## src/rtl/dfs_pkg.sv

```systemverilog
`timescale 1ns / 1ps
// ----------------------------------------------------------------------------
// dfs_pkg
// Shared types and constants of the delimited field splitter: byte classes,
// result kinds, register indexes and the word carried from front to back.
// ----------------------------------------------------------------------------
package dfs_pkg;

  // default parameter values
  localparam int MAX_FIELDS_DEF         = 256;
  localparam int FIELD_LENGTH_LIMIT_DEF = 4095;

  // widths fixed by the field definitions
  localparam int BYTE_W  = 8;
  localparam int INDEX_W = 8;
  localparam int CFG_W   = 12;
  localparam int CFG_IDX_W = 2;
  localparam int KIND_W  = 2;
  // width for length compares, covers any limit up to 65535
  localparam int CMP_W   = 17;

  // queue between front and back
  localparam int QUEUE_DEPTH = 4;

  // configuration register indexes
  localparam logic [CFG_IDX_W-1:0] REG_COMMA   = 2'd0;
  localparam logic [CFG_IDX_W-1:0] REG_SPACE   = 2'd1;
  localparam logic [CFG_IDX_W-1:0] REG_TAB     = 2'd2;
  localparam logic [CFG_IDX_W-1:0] REG_MAX_LEN = 2'd3;

  // result kinds
  localparam logic [KIND_W-1:0] KIND_BYTE       = 2'd0;
  localparam logic [KIND_W-1:0] KIND_FIELD_END  = 2'd1;
  localparam logic [KIND_W-1:0] KIND_RECORD_END = 2'd2;

  // special characters
  localparam logic [BYTE_W-1:0] CH_NUL   = 8'h00;
  localparam logic [BYTE_W-1:0] CH_TAB   = 8'h09;
  localparam logic [BYTE_W-1:0] CH_LF    = 8'h0A;
  localparam logic [BYTE_W-1:0] CH_FF    = 8'h0C;
  localparam logic [BYTE_W-1:0] CH_CR    = 8'h0D;
  localparam logic [BYTE_W-1:0] CH_SPACE = 8'h20;
  localparam logic [BYTE_W-1:0] CH_DQ    = 8'h22;
  localparam logic [BYTE_W-1:0] CH_SQ    = 8'h27;
  localparam logic [BYTE_W-1:0] CH_COMMA = 8'h2C;

  // byte class decided by the front
  typedef enum logic [2:0] {
    CLS_OTHER       = 3'd0,
    CLS_SPACE_DELIM = 3'd1,
    CLS_SPACE_PLAIN = 3'd2,
    CLS_REC_END     = 3'd3,
    CLS_DQ          = 3'd4,
    CLS_SQ          = 3'd5,
    CLS_DELIM       = 3'd6
  } cls_t;

  // classified word passed through the queue
  typedef struct packed {
    cls_t              cls;
    logic [BYTE_W-1:0] data;
    logic              start;
  } item_t;

  // delimiter enables
  typedef struct packed {
    logic comma;
    logic space;
    logic tab;
  } delim_cfg_t;

endpackage

```

## src/rtl/dfs_front.sv

```systemverilog
`timescale 1ns / 1ps
// ----------------------------------------------------------------------------
// dfs_front
// Input stage: accepts a word, classifies its byte against the enabled
// delimiters and holds the classified word until the queue takes it.
// ----------------------------------------------------------------------------
module dfs_front (
  input  logic                        clk,
  input  logic                        rst,
  input  logic                        in_valid,
  output logic                        in_ready,
  input  logic [dfs_pkg::BYTE_W-1:0]  in_byte,
  input  logic                        in_start,
  input  dfs_pkg::delim_cfg_t         delim_cfg,
  output logic                        push,
  input  logic                        push_ready,
  output dfs_pkg::item_t              push_item
);

  logic           valid;
  dfs_pkg::item_t item;
  dfs_pkg::cls_t  cls_next;

  // byte classification
  always_comb begin
    if (in_byte == dfs_pkg::CH_NUL || in_byte == dfs_pkg::CH_LF ||
        in_byte == dfs_pkg::CH_CR || in_byte == dfs_pkg::CH_FF) begin
      cls_next = dfs_pkg::CLS_REC_END;
    end else if (in_byte == dfs_pkg::CH_SPACE) begin
      cls_next = delim_cfg.space ? dfs_pkg::CLS_SPACE_DELIM : dfs_pkg::CLS_SPACE_PLAIN;
    end else if (in_byte == dfs_pkg::CH_DQ) begin
      cls_next = dfs_pkg::CLS_DQ;
    end else if (in_byte == dfs_pkg::CH_SQ) begin
      cls_next = dfs_pkg::CLS_SQ;
    end else if ((in_byte == dfs_pkg::CH_COMMA && delim_cfg.comma) ||
                 (in_byte == dfs_pkg::CH_TAB && delim_cfg.tab)) begin
      cls_next = dfs_pkg::CLS_DELIM;
    end else begin
      cls_next = dfs_pkg::CLS_OTHER;
    end
  end

  assign in_ready  = !valid || push_ready;
  assign push      = valid;
  assign push_item = item;

  // holding register
  always_ff @(posedge clk) begin
    if (rst) begin
      valid <= 1'b0;
    end else if (in_ready) begin
      valid <= in_valid;
    end
  end

  always_ff @(posedge clk) begin
    if (in_ready && in_valid) begin
      item.cls   <= cls_next;
      item.data  <= in_byte;
      item.start <= in_start;
    end
  end

endmodule

```

## src/rtl/dfs_queue.sv

```systemverilog
`timescale 1ns / 1ps
// ----------------------------------------------------------------------------
// dfs_queue
// Short first-in first-out queue of classified words between front and back.
// ----------------------------------------------------------------------------
module dfs_queue (
  input  logic           clk,
  input  logic           rst,
  input  logic           push,
  output logic           push_ready,
  input  dfs_pkg::item_t push_item,
  output logic           pop_valid,
  input  logic           pop,
  output dfs_pkg::item_t pop_item
);

  localparam int PTR_W = $clog2(dfs_pkg::QUEUE_DEPTH);
  localparam int CNT_W = $clog2(dfs_pkg::QUEUE_DEPTH + 1);

  dfs_pkg::item_t   mem [dfs_pkg::QUEUE_DEPTH];
  logic [PTR_W-1:0] wr_ptr;
  logic [PTR_W-1:0] rd_ptr;
  logic [CNT_W-1:0] count;
  logic             do_push;
  logic             do_pop;

  assign push_ready = (count != CNT_W'(dfs_pkg::QUEUE_DEPTH));
  assign pop_valid  = (count != '0);
  assign do_push    = push && push_ready;
  assign do_pop     = pop && pop_valid;
  assign pop_item   = mem[rd_ptr];

  // storage
  always_ff @(posedge clk) begin
    if (do_push) begin
      mem[wr_ptr] <= push_item;
    end
  end

  // pointers and fill count
  always_ff @(posedge clk) begin
    if (rst) begin
      wr_ptr <= '0;
      rd_ptr <= '0;
      count  <= '0;
    end else begin
      if (do_push) begin
        wr_ptr <= (wr_ptr == PTR_W'(dfs_pkg::QUEUE_DEPTH - 1)) ? '0 : wr_ptr + PTR_W'(1);
      end
      if (do_pop) begin
        rd_ptr <= (rd_ptr == PTR_W'(dfs_pkg::QUEUE_DEPTH - 1)) ? '0 : rd_ptr + PTR_W'(1);
      end
      if (do_push && !do_pop) begin
        count <= count + CNT_W'(1);
      end else if (do_pop && !do_push) begin
        count <= count - CNT_W'(1);
      end
    end
  end

endmodule

```

## src/rtl/dfs_back.sv

```systemverilog
`timescale 1ns / 1ps
// ----------------------------------------------------------------------------
// dfs_back
// Parser: runs the field state machine on each classified word and loads
// any result into the output register.
// ----------------------------------------------------------------------------
module dfs_back #(
  parameter int MAX_FIELDS         = dfs_pkg::MAX_FIELDS_DEF,
  parameter int FIELD_LENGTH_LIMIT = dfs_pkg::FIELD_LENGTH_LIMIT_DEF
) (
  input  logic                         clk,
  input  logic                         rst,
  input  logic [dfs_pkg::CFG_W-1:0]    max_len,
  input  logic                         pop_valid,
  output logic                         pop,
  input  dfs_pkg::item_t               pop_item,
  output logic                         out_valid,
  input  logic                         out_ready,
  output logic [dfs_pkg::KIND_W-1:0]   out_kind,
  output logic [dfs_pkg::BYTE_W-1:0]   out_byte,
  output logic [dfs_pkg::INDEX_W-1:0]  out_index,
  output logic                         out_trunc,
  output logic                         out_last
);

  localparam int LEN_W = $clog2(FIELD_LENGTH_LIMIT + 1);
  localparam int IDX_CAP_I = (MAX_FIELDS - 1 > 255) ? 255 : MAX_FIELDS - 1;
  localparam logic [dfs_pkg::INDEX_W-1:0] IDX_CAP = dfs_pkg::INDEX_W'(IDX_CAP_I);
  localparam logic [dfs_pkg::CMP_W-1:0] LEN_LIMIT = dfs_pkg::CMP_W'(FIELD_LENGTH_LIMIT);

  typedef enum logic [4:0] {
    MODE_START = 5'b00001,
    MODE_PLAIN = 5'b00010,
    MODE_DQ    = 5'b00100,
    MODE_SQ    = 5'b01000,
    MODE_DONE  = 5'b10000
  } mode_t;

  mode_t                        mode, mode_next, e_mode;
  logic [LEN_W-1:0]             len, len_next, e_len;
  logic [dfs_pkg::INDEX_W-1:0]  cnt, cnt_next, e_cnt;
  logic                         drop, drop_next, e_drop;
  logic [dfs_pkg::CMP_W-1:0]    len_cap;
  logic                         room;
  logic                         want_keep, want_end, end_last;
  logic                         res_valid;
  logic [dfs_pkg::KIND_W-1:0]   res_kind;
  logic [dfs_pkg::BYTE_W-1:0]   res_byte;
  logic                         res_trunc, res_last;
  dfs_pkg::cls_t                cls;

  assign pop = pop_valid && (!out_valid || out_ready);
  assign cls = pop_item.cls;

  // limit in force and room check
  assign len_cap = (dfs_pkg::CMP_W'(max_len) < LEN_LIMIT) ? dfs_pkg::CMP_W'(max_len) : LEN_LIMIT;
  assign room    = (dfs_pkg::CMP_W'(e_len) < len_cap);

  // state seen by this word, cleared on record start
  always_comb begin
    e_mode = pop_item.start ? MODE_START : mode;
    e_len  = pop_item.start ? '0 : len;
    e_cnt  = pop_item.start ? '0 : cnt;
    e_drop = pop_item.start ? 1'b0 : drop;
  end

  // per-mode decision
  always_comb begin
    want_keep = 1'b0;
    want_end  = 1'b0;
    end_last  = 1'b0;
    mode_next = e_mode;
    res_valid = 1'b0;
    res_kind  = dfs_pkg::KIND_BYTE;
    res_byte  = '0;
    res_trunc = 1'b0;
    res_last  = 1'b0;
    case (e_mode)
      MODE_START: begin
        if (cls inside {dfs_pkg::CLS_SPACE_DELIM, dfs_pkg::CLS_SPACE_PLAIN}) begin
          // leading space skipped
        end else if (cls == dfs_pkg::CLS_REC_END) begin
          mode_next = MODE_DONE;
          res_valid = 1'b1;
          res_kind  = dfs_pkg::KIND_RECORD_END;
          res_last  = 1'b1;
        end else if (cls == dfs_pkg::CLS_DQ) begin
          mode_next = MODE_DQ;
        end else if (cls == dfs_pkg::CLS_SQ) begin
          mode_next = MODE_SQ;
        end else if (cls == dfs_pkg::CLS_DELIM) begin
          want_end = 1'b1;
        end else begin
          mode_next = MODE_PLAIN;
          want_keep = 1'b1;
        end
      end
      MODE_PLAIN: begin
        if (cls == dfs_pkg::CLS_REC_END) begin
          want_end = 1'b1;
          end_last = 1'b1;
        end else if (cls inside {dfs_pkg::CLS_SPACE_DELIM, dfs_pkg::CLS_DELIM}) begin
          want_end = 1'b1;
        end else begin
          want_keep = 1'b1;
        end
      end
      MODE_DQ: begin
        if (cls == dfs_pkg::CLS_REC_END) begin
          want_end = 1'b1;
          end_last = 1'b1;
        end else if (cls == dfs_pkg::CLS_DQ) begin
          mode_next = MODE_PLAIN;
        end else begin
          want_keep = 1'b1;
        end
      end
      MODE_SQ: begin
        if (cls == dfs_pkg::CLS_REC_END) begin
          want_end = 1'b1;
          end_last = 1'b1;
        end else if (cls == dfs_pkg::CLS_SQ) begin
          mode_next = MODE_PLAIN;
        end else begin
          want_keep = 1'b1;
        end
      end
      default: begin
        // record done: bytes ignored until the next record start
      end
    endcase

    len_next  = e_len;
    cnt_next  = e_cnt;
    drop_next = e_drop;

    // keep or drop a field byte
    if (want_keep) begin
      if (room) begin
        len_next  = e_len + LEN_W'(1);
        res_valid = 1'b1;
        res_byte  = pop_item.data;
      end else begin
        drop_next = 1'b1;
      end
    end

    // close the field
    if (want_end) begin
      res_valid = 1'b1;
      res_kind  = dfs_pkg::KIND_FIELD_END;
      res_trunc = e_drop;
      res_last  = end_last;
      len_next  = '0;
      drop_next = 1'b0;
      if (end_last) begin
        mode_next = MODE_DONE;
      end else begin
        mode_next = MODE_START;
        if (e_cnt < IDX_CAP) begin
          cnt_next = e_cnt + dfs_pkg::INDEX_W'(1);
        end
      end
    end
  end

  // parser state
  always_ff @(posedge clk) begin
    if (rst) begin
      mode <= MODE_START;
      len  <= '0;
      cnt  <= '0;
      drop <= 1'b0;
    end else if (pop) begin
      mode <= mode_next;
      len  <= len_next;
      cnt  <= cnt_next;
      drop <= drop_next;
    end
  end

  // output register
  always_ff @(posedge clk) begin
    if (rst) begin
      out_valid <= 1'b0;
    end else if (!out_valid || out_ready) begin
      out_valid <= pop && res_valid;
    end
  end

  always_ff @(posedge clk) begin
    if (pop && res_valid) begin
      out_kind  <= res_kind;
      out_byte  <= res_byte;
      out_index <= e_cnt;
      out_trunc <= res_trunc;
      out_last  <= res_last;
    end
  end

endmodule

```

## src/rtl/delimited_field_splitter.sv

```systemverilog
`timescale 1ns / 1ps
// ----------------------------------------------------------------------------
// delimited_field_splitter
// Splits a stream of record text into fields, one byte per word.
// ----------------------------------------------------------------------------
//  channel  | direction | content
//  s_axis   | in        | tdata: data_byte; tuser: record_start
//  m_axis   | out       | tdata: out_byte, field_index, truncated; tuser: kind;
//           |           | tlast: record_last
//  cfg      | in        | write enable, register index, write data
//
// One input word per cycle while m_axis is not stalled; a word that gives a
// result shows it after the input register, the queue and the output register.
// Synchronous active-high reset clears control state and restores the register
// defaults. A stalled output fills the four-entry queue before s_axis_tready
// drops; words without a result still wait for a free output register.
// ----------------------------------------------------------------------------
module delimited_field_splitter #(
  parameter int MAX_FIELDS         = dfs_pkg::MAX_FIELDS_DEF,
  parameter int FIELD_LENGTH_LIMIT = dfs_pkg::FIELD_LENGTH_LIMIT_DEF
) (
  input  logic                            clk,
  input  logic                            rst,
  // input stream
  input  logic                            s_axis_tvalid,
  output logic                            s_axis_tready,
  input  logic [7:0]                      s_axis_tdata,  // [7:0] data_byte
  input  logic [0:0]                      s_axis_tuser,  // [0] record_start
  // output stream
  output logic                            m_axis_tvalid,
  input  logic                            m_axis_tready,
  output logic [23:0]                     m_axis_tdata,  // [7:0] out_byte,
                                                         // [15:8] field_index,
                                                         // [16] truncated
  output logic [1:0]                      m_axis_tuser,  // [1:0] kind
  output logic                            m_axis_tlast,  // record_last
  // configuration
  input  logic                            cfg_we,
  input  logic [dfs_pkg::CFG_IDX_W-1:0]   cfg_index,
  input  logic [dfs_pkg::CFG_W-1:0]       cfg_data
);

  dfs_pkg::delim_cfg_t           delim_cfg;
  logic [dfs_pkg::CFG_W-1:0]     max_len;
  logic                          push, push_ready, pop_valid, pop;
  dfs_pkg::item_t                push_item, pop_item;
  logic [dfs_pkg::BYTE_W-1:0]    out_byte;
  logic [dfs_pkg::INDEX_W-1:0]   out_index;
  logic                          out_trunc;

  // configuration registers
  always_ff @(posedge clk) begin
    if (rst) begin
      delim_cfg.comma <= 1'b1;
      delim_cfg.space <= 1'b1;
      delim_cfg.tab   <= 1'b1;
      max_len         <= dfs_pkg::CFG_W'(255);
    end else if (cfg_we) begin
      case (cfg_index)
        dfs_pkg::REG_COMMA:   delim_cfg.comma <= cfg_data[0];
        dfs_pkg::REG_SPACE:   delim_cfg.space <= cfg_data[0];
        dfs_pkg::REG_TAB:     delim_cfg.tab   <= cfg_data[0];
        dfs_pkg::REG_MAX_LEN: max_len         <= cfg_data;
        default: begin
        end
      endcase
    end
  end

  // front: accept and classify
  dfs_front u_front (
    .clk        (clk),
    .rst        (rst),
    .in_valid   (s_axis_tvalid),
    .in_ready   (s_axis_tready),
    .in_byte    (s_axis_tdata),
    .in_start   (s_axis_tuser[0]),
    .delim_cfg  (delim_cfg),
    .push       (push),
    .push_ready (push_ready),
    .push_item  (push_item)
  );

  // queue between front and back
  dfs_queue u_queue (
    .clk        (clk),
    .rst        (rst),
    .push       (push),
    .push_ready (push_ready),
    .push_item  (push_item),
    .pop_valid  (pop_valid),
    .pop        (pop),
    .pop_item   (pop_item)
  );

  // back: parse and emit
  dfs_back #(
    .MAX_FIELDS         (MAX_FIELDS),
    .FIELD_LENGTH_LIMIT (FIELD_LENGTH_LIMIT)
  ) u_back (
    .clk       (clk),
    .rst       (rst),
    .max_len   (max_len),
    .pop_valid (pop_valid),
    .pop       (pop),
    .pop_item  (pop_item),
    .out_valid (m_axis_tvalid),
    .out_ready (m_axis_tready),
    .out_kind  (m_axis_tuser),
    .out_byte  (out_byte),
    .out_index (out_index),
    .out_trunc (out_trunc),
    .out_last  (m_axis_tlast)
  );

  assign m_axis_tdata = {7'd0, out_trunc, out_index, out_byte};

endmodule
```

## config.mk

```make
export PLATFORM = sky130hd
export DESIGN_NAME = delimited_field_splitter
export DESIGN_NICKNAME = d
export VERILOG_FILES = /design/src/rtl/dfs_pkg.sv /design/src/rtl/dfs_front.sv /design/src/rtl/dfs_queue.sv /design/src/rtl/dfs_back.sv /design/src/rtl/delimited_field_splitter.sv
export SDC_FILE = /design/constraint.sdc
export NUM_CORES = 1
export LEC_CHECK = 0
export ABC_AREA = 1
export CELL_PAD_IN_SITES_DETAIL_PLACEMENT = 1
export CELL_PAD_IN_SITES_GLOBAL_PLACEMENT = 1
export CORE_AREA = 2 2 101 176
export DETAILED_ROUTE_END_ITERATION = 16
export DIE_AREA = 0 0 103 178
export DONT_BUFFER_PORTS = 1
export PLACE_DENSITY_LB_ADDON = 0.1
export SYNTH_ARGS = -nofsm -noshare
export SYNTH_HDL_FRONTEND = slang
export SYNTH_SLANG_ARGS = --single-unit
```

## constraint.sdc

```tcl
create_clock -name clk -period 4.16 [get_ports clk]
set_input_delay 0.624 -clock clk [delete_from_list [all_inputs] [get_ports clk]]
set_output_delay 0.624 -clock clk [all_outputs]
set_load 0.02 [all_outputs]
```

---- Yosys cells after proc, flatten, opt, wreduce, memory -nomap -nowiden ----
Memory sizes are Yosys's and may differ from the RTL's. A register that Yosys moved wholly into a read port is not among the register bits.
Cells that the tools add are included.
storage, ports and cells
  output and inout port bits .............. 29
  memories ................................ 1
  bits in writable memories ............... 48
  logic and storage cells ................. 160
  bits in read-only memories .............. 0
  bits in latches ......................... 0
  input port bits ......................... 28
  flip-flop bits (word level) ............. 82
memory list
  name         words  width  read ports  clocked after memory_dff  wr ports  line             source
  u_queue.mem  4      12     1           1                         1         dfs_queue.sv:20  dfs_pkg::item_t mem [dfs_pkg::QUEUE_DEPTH];
cells by class
  $mul .................................... 0
  equal/unequal tests ..................... 24
  reduce and logical (&&, ||, !) cells .... 33
  bitwise logic cells ..................... 1
  div/mod/pow operators ................... 0
  $add $sub $neg .......................... 6
  shift operators ......................... 0
  muxes and demuxes ....................... 70
  order comparisons ....................... 3
operator list
  operator                                                         number
  12-bit 2-to-1 mux                                                5
  5-bit 2-to-1 mux                                                 12
  1-bit 2-to-1 mux                                                 34
  8-bit by 4-bit == test with 1-bit output, second input constant  4
  8-bit by 6-bit == test with 1-bit output, second input constant  4
  8-bit 2-to-1 mux                                                 4
  3-bit 2-to-1 mux                                                 6
  12-bit by 17-bit less-than comparator with 1-bit output          1
  5-bit one-hot mux with 3 select lines                            1
  12-bit by 1-bit adder with 12-bit output, second input constant  1
  12-bit less-than comparator, second input constant               1
  2-bit 2-to-1 mux                                                 6
  2-bit AND reduction                                              5
  3-bit == test, second input constant                             3
  1-bit logical AND                                                9
  8-bit by 1-bit adder with 8-bit output, second input constant    1
  2-bit == test, second input constant                             4
  8-bit zero test                                                  1
  8-bit less-than comparator, second input constant                1
  3-bit by 2-bit == test with 1-bit output, second input constant  2
  1-bit logical OR                                                 6
  2-bit nonzero test                                               3
  3-bit OR reduction                                               2
  5-bit by 1-bit == test with 1-bit output, second input constant  1
  16 further kinds                                                 20

---- Logic depth before layout (Yosys ltp) ----
  depth in word-level cells ............... 10
  mapped depth ............................ 25
  gate-level depth less buffers ........... 21

---- Cells and area by module ----
From an unflattened synthesis, not the netlist that was laid out.
unflattened totals
  cell total of the unflattened synthesis .. 861
  area total of the unflattened synthesis .. 6912.9 sq um
by module, submodules not included
  module                    seq. area each (sq um)  cells each  times used  area each (sq um)
  dfs_back                  1141.1                  525         1           3324.4
  dfs_queue                 1621.6                  185         1           2285.9
  delimited_field_splitter  300.3                   90          1           718.2
  dfs_front                 380.4                   61          1           584.3

---- Worst setup path before layout ----
Ideal clock, no wire load.
  path kind ............................... register to register
  start ................................... reg with a tool-made name
  end ..................................... reg u_back.out_byte[0] (netlist bit), enable pin
  path buffers ............................ 3
  period minus slack after synthesis ...... 2.964 ns
  cell stages (with the launch flop) ...... 23
  setup slack ............................. 1.196 ns
  data arrival time ....................... 2.589 ns
  path through ............................ dfxtp_1 > buf_6 > inv_4 > nand2_1 > nand3_2 > nand2_4 > buf_6 > buf_2 > nand2_1 > inv_1 > ha_1 > nand2_1 > o21bai_1 > nand2_1 > nand2_1 > nand2_1 > nand2_1 > nand3_2 > inv_2 > nand2_2 > nand3_1 > nand2_1 > inv_1
RTL lines
  what                  line             source
  end signal, assigned  dfs_back.sv:194  out_byte <= res_byte;
  end, declared         dfs_back.sv:20   output logic [dfs_pkg::BYTE_W-1:0] out_byte,

==> run summary <==
For this design, the sink count on the clock tree is 132. Compared with the post-synthesis result, the final layout area differs by 11.0%. OpenSTA, run right after detailed placement, puts the worst setup slack at 0.808 ns. The overall fraction of global-route tracks in use came out at 21.7%.

The kind of path behind the tightest hold check is input port to flip-flop. STA classifies the critical path startpoint as a flip-flop. The post-synthesis register bit count came out at 132.

The terminating pin of the worst hold path is u_back.len[4]. Counting instances, the worst hold path has a depth of 1. The dominant combinational cell family by area after synthesis is simple AND/OR/NAND/NOR gates. The synthesized area came out at 0.00679 sq mm. The initial antenna violation count came out at 0. The final global-route overflow total came out at 0. Clock-pin slew was measured on the worst setup and hold paths at 0.06 ns. The total number of placement rows is 63. The worst hold slack across all endpoints came out at 0.265 ns. Hold repair after CTS inserted 0 buffers.

The worst-case headroom to the max-slew limit is 16.0%. The flop-to-flop setup slack came out at 0.82 ns. By area the synthesized netlist is led by edfxtp_1 (35%), dfxtp_1 (15%), nand2_1 (11%). The adder and majority cell fraction of the synthesized area came out at 3.80%. The area used by sequential logic in the layout is 0.00344 sq mm. The synthesized instance count came out at 778. For this run, the leading register cell type out of synthesis is edfxtp_1. The layout filler cell count came out at 2,037. The number of I/O pins came out at 57. The critical path required time came out at 4.28 ns. Entering global routing, the biggest net connects 37 pins. The accumulated negative setup slack is 0 ns. The post-detailed-route count of antenna-violating nets is 0. The number of DRC violations after detailed routing is 0. The setup slack of the critical path after layout is 0.824 ns. The simple-gate share of the synthesized area is 25.8%. The top fanout value on the critical path is 35.

The combined buffer and inverter count along the critical path came out at 6. The routability congestion estimate from global placement is 0.817. The number of unique standard cell types used by synthesis came out at 43. The synthesized netlist devotes 10.6% of its cell area to compound gates.

At the pin with the least slew margin, the transition time is 1.26 ns. The post-synthesis mux area share is 0%. 0 antenna diodes ended up in the layout. The clock arrives with 0.00901 ns of skew. The fraction of synthesized cell area taken by the top area cell type came out at 35.4%. In the synthesized netlist, the cells that appear most often are nand2_1 (192), inv_1 (85), edfxtp_1 (80).

Post-CTS repair changed the size of 0 cells. By instance count, the leading cell after synthesis is nand2_1. The clock period could shrink to 3.34 ns. The wire length of the first global-routing pass is 29,800 um. In this design, the critical path's most frequently occurring cell is nand2_1.

The critical path class is flip-flop to flip-flop. In this run the critical register-to-register path is captured at u_back.out_trunc. The vertical die dimension is 178 um. The number of maximum-capacitance constraint violations came out at 0.

The clock latency reported for the late side of the worst-skew pair is 0.43 ns. The final core utilization is 44.7%. The via count of the first global-routing pass is 5,793. The total area inside the core boundary comes to 0.0169 sq mm.

The post-layout net count is 829. The flow ran to the end, and the final reports show no timing, DRC or antenna violations. The cell area power density is 725 mW/mm^2. The number of buffers created by CTS is 17. The final route contains 5,274 vias.

The number of DRC markers after the initial detailed-route iteration came out at 167. Of all flip-flops after synthesis, the portion carrying an async set or reset was 0%. The synthesized netlist devotes 0.387% of its cell area to XOR and XNOR gates. On the critical path, the stage with the largest delay is an instance of dfxtp_1. The count of pins over their slew limit is 0. In the final layout, the share of cells above drive strength 1 is 12.8%.

STA classifies the critical path endpoint as a flip-flop. The estimated wirelength of the detail-placed design is 13,700 um. The count of input and output buffers is 0.

The die span in x is 103 um. In the final layout, the multi-input gates occupy 0.00278 sq mm. The detail-routed net length per standard cell is 18.0 um.

The largest area contributor in the netlist is edfxtp_1. Data arrives at the worst endpoint at 3.46 ns. Broken down by cell family, the worst path's largest delay share belongs to simple AND/OR/NAND/NOR gates. For this run, the number of Yosys warnings is 0. The static leakage is 3.29 nW.

The detailed-routing iteration count for the pre-antenna-repair pass is 4. TritonCTS built the clock tree. The initial standard-cell utilization of the core is 40.2%. The number of enable flip-flop cells after synthesis came out at 80. The largest voltage drop on the vdd net is 0.245 mV. The die area came out at 0.0183 sq mm.

The post-route clock period utilization came out at 80.2%. Setup repair after global routing left no endpoint under its margin. The count of final hold-check violations was 0. The number of vias per cell after detailed routing is 5.17. The H-tree depth reported by CTS came out at 4. The number of setup violations in the final report came out at 0.

The startpoint identified for the worst hold timing path is rst. The largest stage delay on the critical path is 0.39 ns. A synthesized cell averages 8.72 sq um. After synthesis, flip-flops and latches occupy 50.7% of the total area. Summed over all layers, the routed wires come to 18,400 um. The highest attainable clock frequency came out at 300 MHz. The number of buffers added for setup after CTS is 0.

The count of cells along the worst register-to-register path is 19. Walking the worst path, the cells encountered are inv_2, nand3_2, nand2_4, inv_2, nor2_1, ha_1, nand2_1, inv_1, nor2_1, o21a_1, nand2_1, nand2_1, nand3_2, inv_2, nand2_2, nand3_1, nand2_1, inv_1, buf_4. The maximum count of clock buffers along a single path is 2. The tree is rooted in a clkbuf_16.
sequential cells by signal, summed over array words and instances, names as in the netlist, named ones only:
name,count
u_queue.mem,48
max_len,12
u_back.len,12
u_front.push_item,12
u_back.cnt,8
u_back.out_byte,8
u_back.out_index,8
u_back.mode,5
delim_cfg,3
u_queue.count,3
u_back.out_kind,2
u_queue.rd_ptr,2
u_queue.wr_ptr,2
u_back.drop,1
u_back.out_last,1
u_back.out_trunc,1
u_back.out_valid,1
u_front.push,1
cell families after synthesis:
family,Yosys count
compound gates,120
xor+xnor,3
fa+ha+maj,20
buf+inv,128
flops,132
other cells,1
simple gates,374
metal layers:
| layer | share of wire [%] | up-vias | wire, um | track usage, % |
|---|---|---|---|---|
| met5 | 0 | - | 0 | 0 |
| met4 | 2.7 | 0 | 495 | 8.94 |
| met3 | 2.3 | 33 | 419 | 3.72 |
| met2 | 60 | 68 | 11000 | 42.7 |
| met1 | 35 | 2570 | 6530 | 21.3 |
| li1 | - | 2603 | - | - |
worst reg2reg max path: stages (launching register included):
cell	delay, ns
dfxtp_1	0.39
inv_2	0.28
nand3_2	0.15
nand2_4	0.37
inv_2	0.14
nor2_1	0.27
ha_1	0.31
nand2_1	0.07
inv_1	0.03
nor2_1	0.09
o21a_1	0.13
nand2_1	0.05
nand2_1	0.06
nand3_2	0.12
inv_2	0.09
nand2_2	0.06
nand3_1	0.07
nand2_1	0.06
inv_1	0.08
buf_4	0.21
per-stage QoR:
| step | power [mW] | std cells | cell area [sq um] |
|---|---|---|---|
| after floorplan | 3.53 | 784 | 6810 |
| after global placement | 3.95 | 989 | 6950 |
| after detailed placement | 4.03 | 989 | 6950 |
| after CTS | 5.53 | 1021 | 7530 |
| after global routing | 5.81 | 1021 | 7530 |
| final | 5.47 | 1021 | 7530 |
how the worst max path moves through the flow:
stage / endpoint / cells after the start / start
2_1_floorplan: u_back.out_byte[0] / 22 / flip-flop
3_3_place_gp: u_back.out_index[1] / 19 / flip-flop
3_5_place_dp: u_back.out_index[0] / 19 / flip-flop
4_1_cts: u_back.out_last / 19 / flip-flop
5_1_grt: u_back.out_kind[0] / 19 / flip-flop
6_report: u_back.out_trunc / 19 / flip-flop
power by group:
group	internal [mW]	switching [mW]	total (mW)
sequential	1.70	0.261	1.96
combinational	0.595	1.43	2.02
clock	0.888	0.592	1.48
cell type report:
cell class | count | share of cell area [%]
flip-flops and latches | 132 | 45.7
multi-input cells | 524 | 36.9
clock buffers | 18 | 5.70
inverters | 94 | 4.72
well taps | 227 | 3.77
clock inverters | 14 | 2.03
repair buffers | 12 | 1.20
cell usage in the layout (no fill, tap or decap), types with 5 or more instances in the layout:
cell	synthesis	final
nand2_1	192	192
inv_1	85	85
edfxtp_1	80	80
nand3_1	67	67
a21oi_1	66	66
dfxtp_1	52	52
nor2_1	49	49
o21ai_0	31	31
ha_1	19	19
clkbuf_16	0	17
nand2_2	16	16
nand4_1	15	15
buf_4	13	12
nand3_2	8	8
inv_2	8	8
a221oi_2	8	8
conb_1	1	7
nor2_2	6	6
nor3_1	5	5
inv_6	0	5
Note: power is estimated with default switching activity, not from simulation.
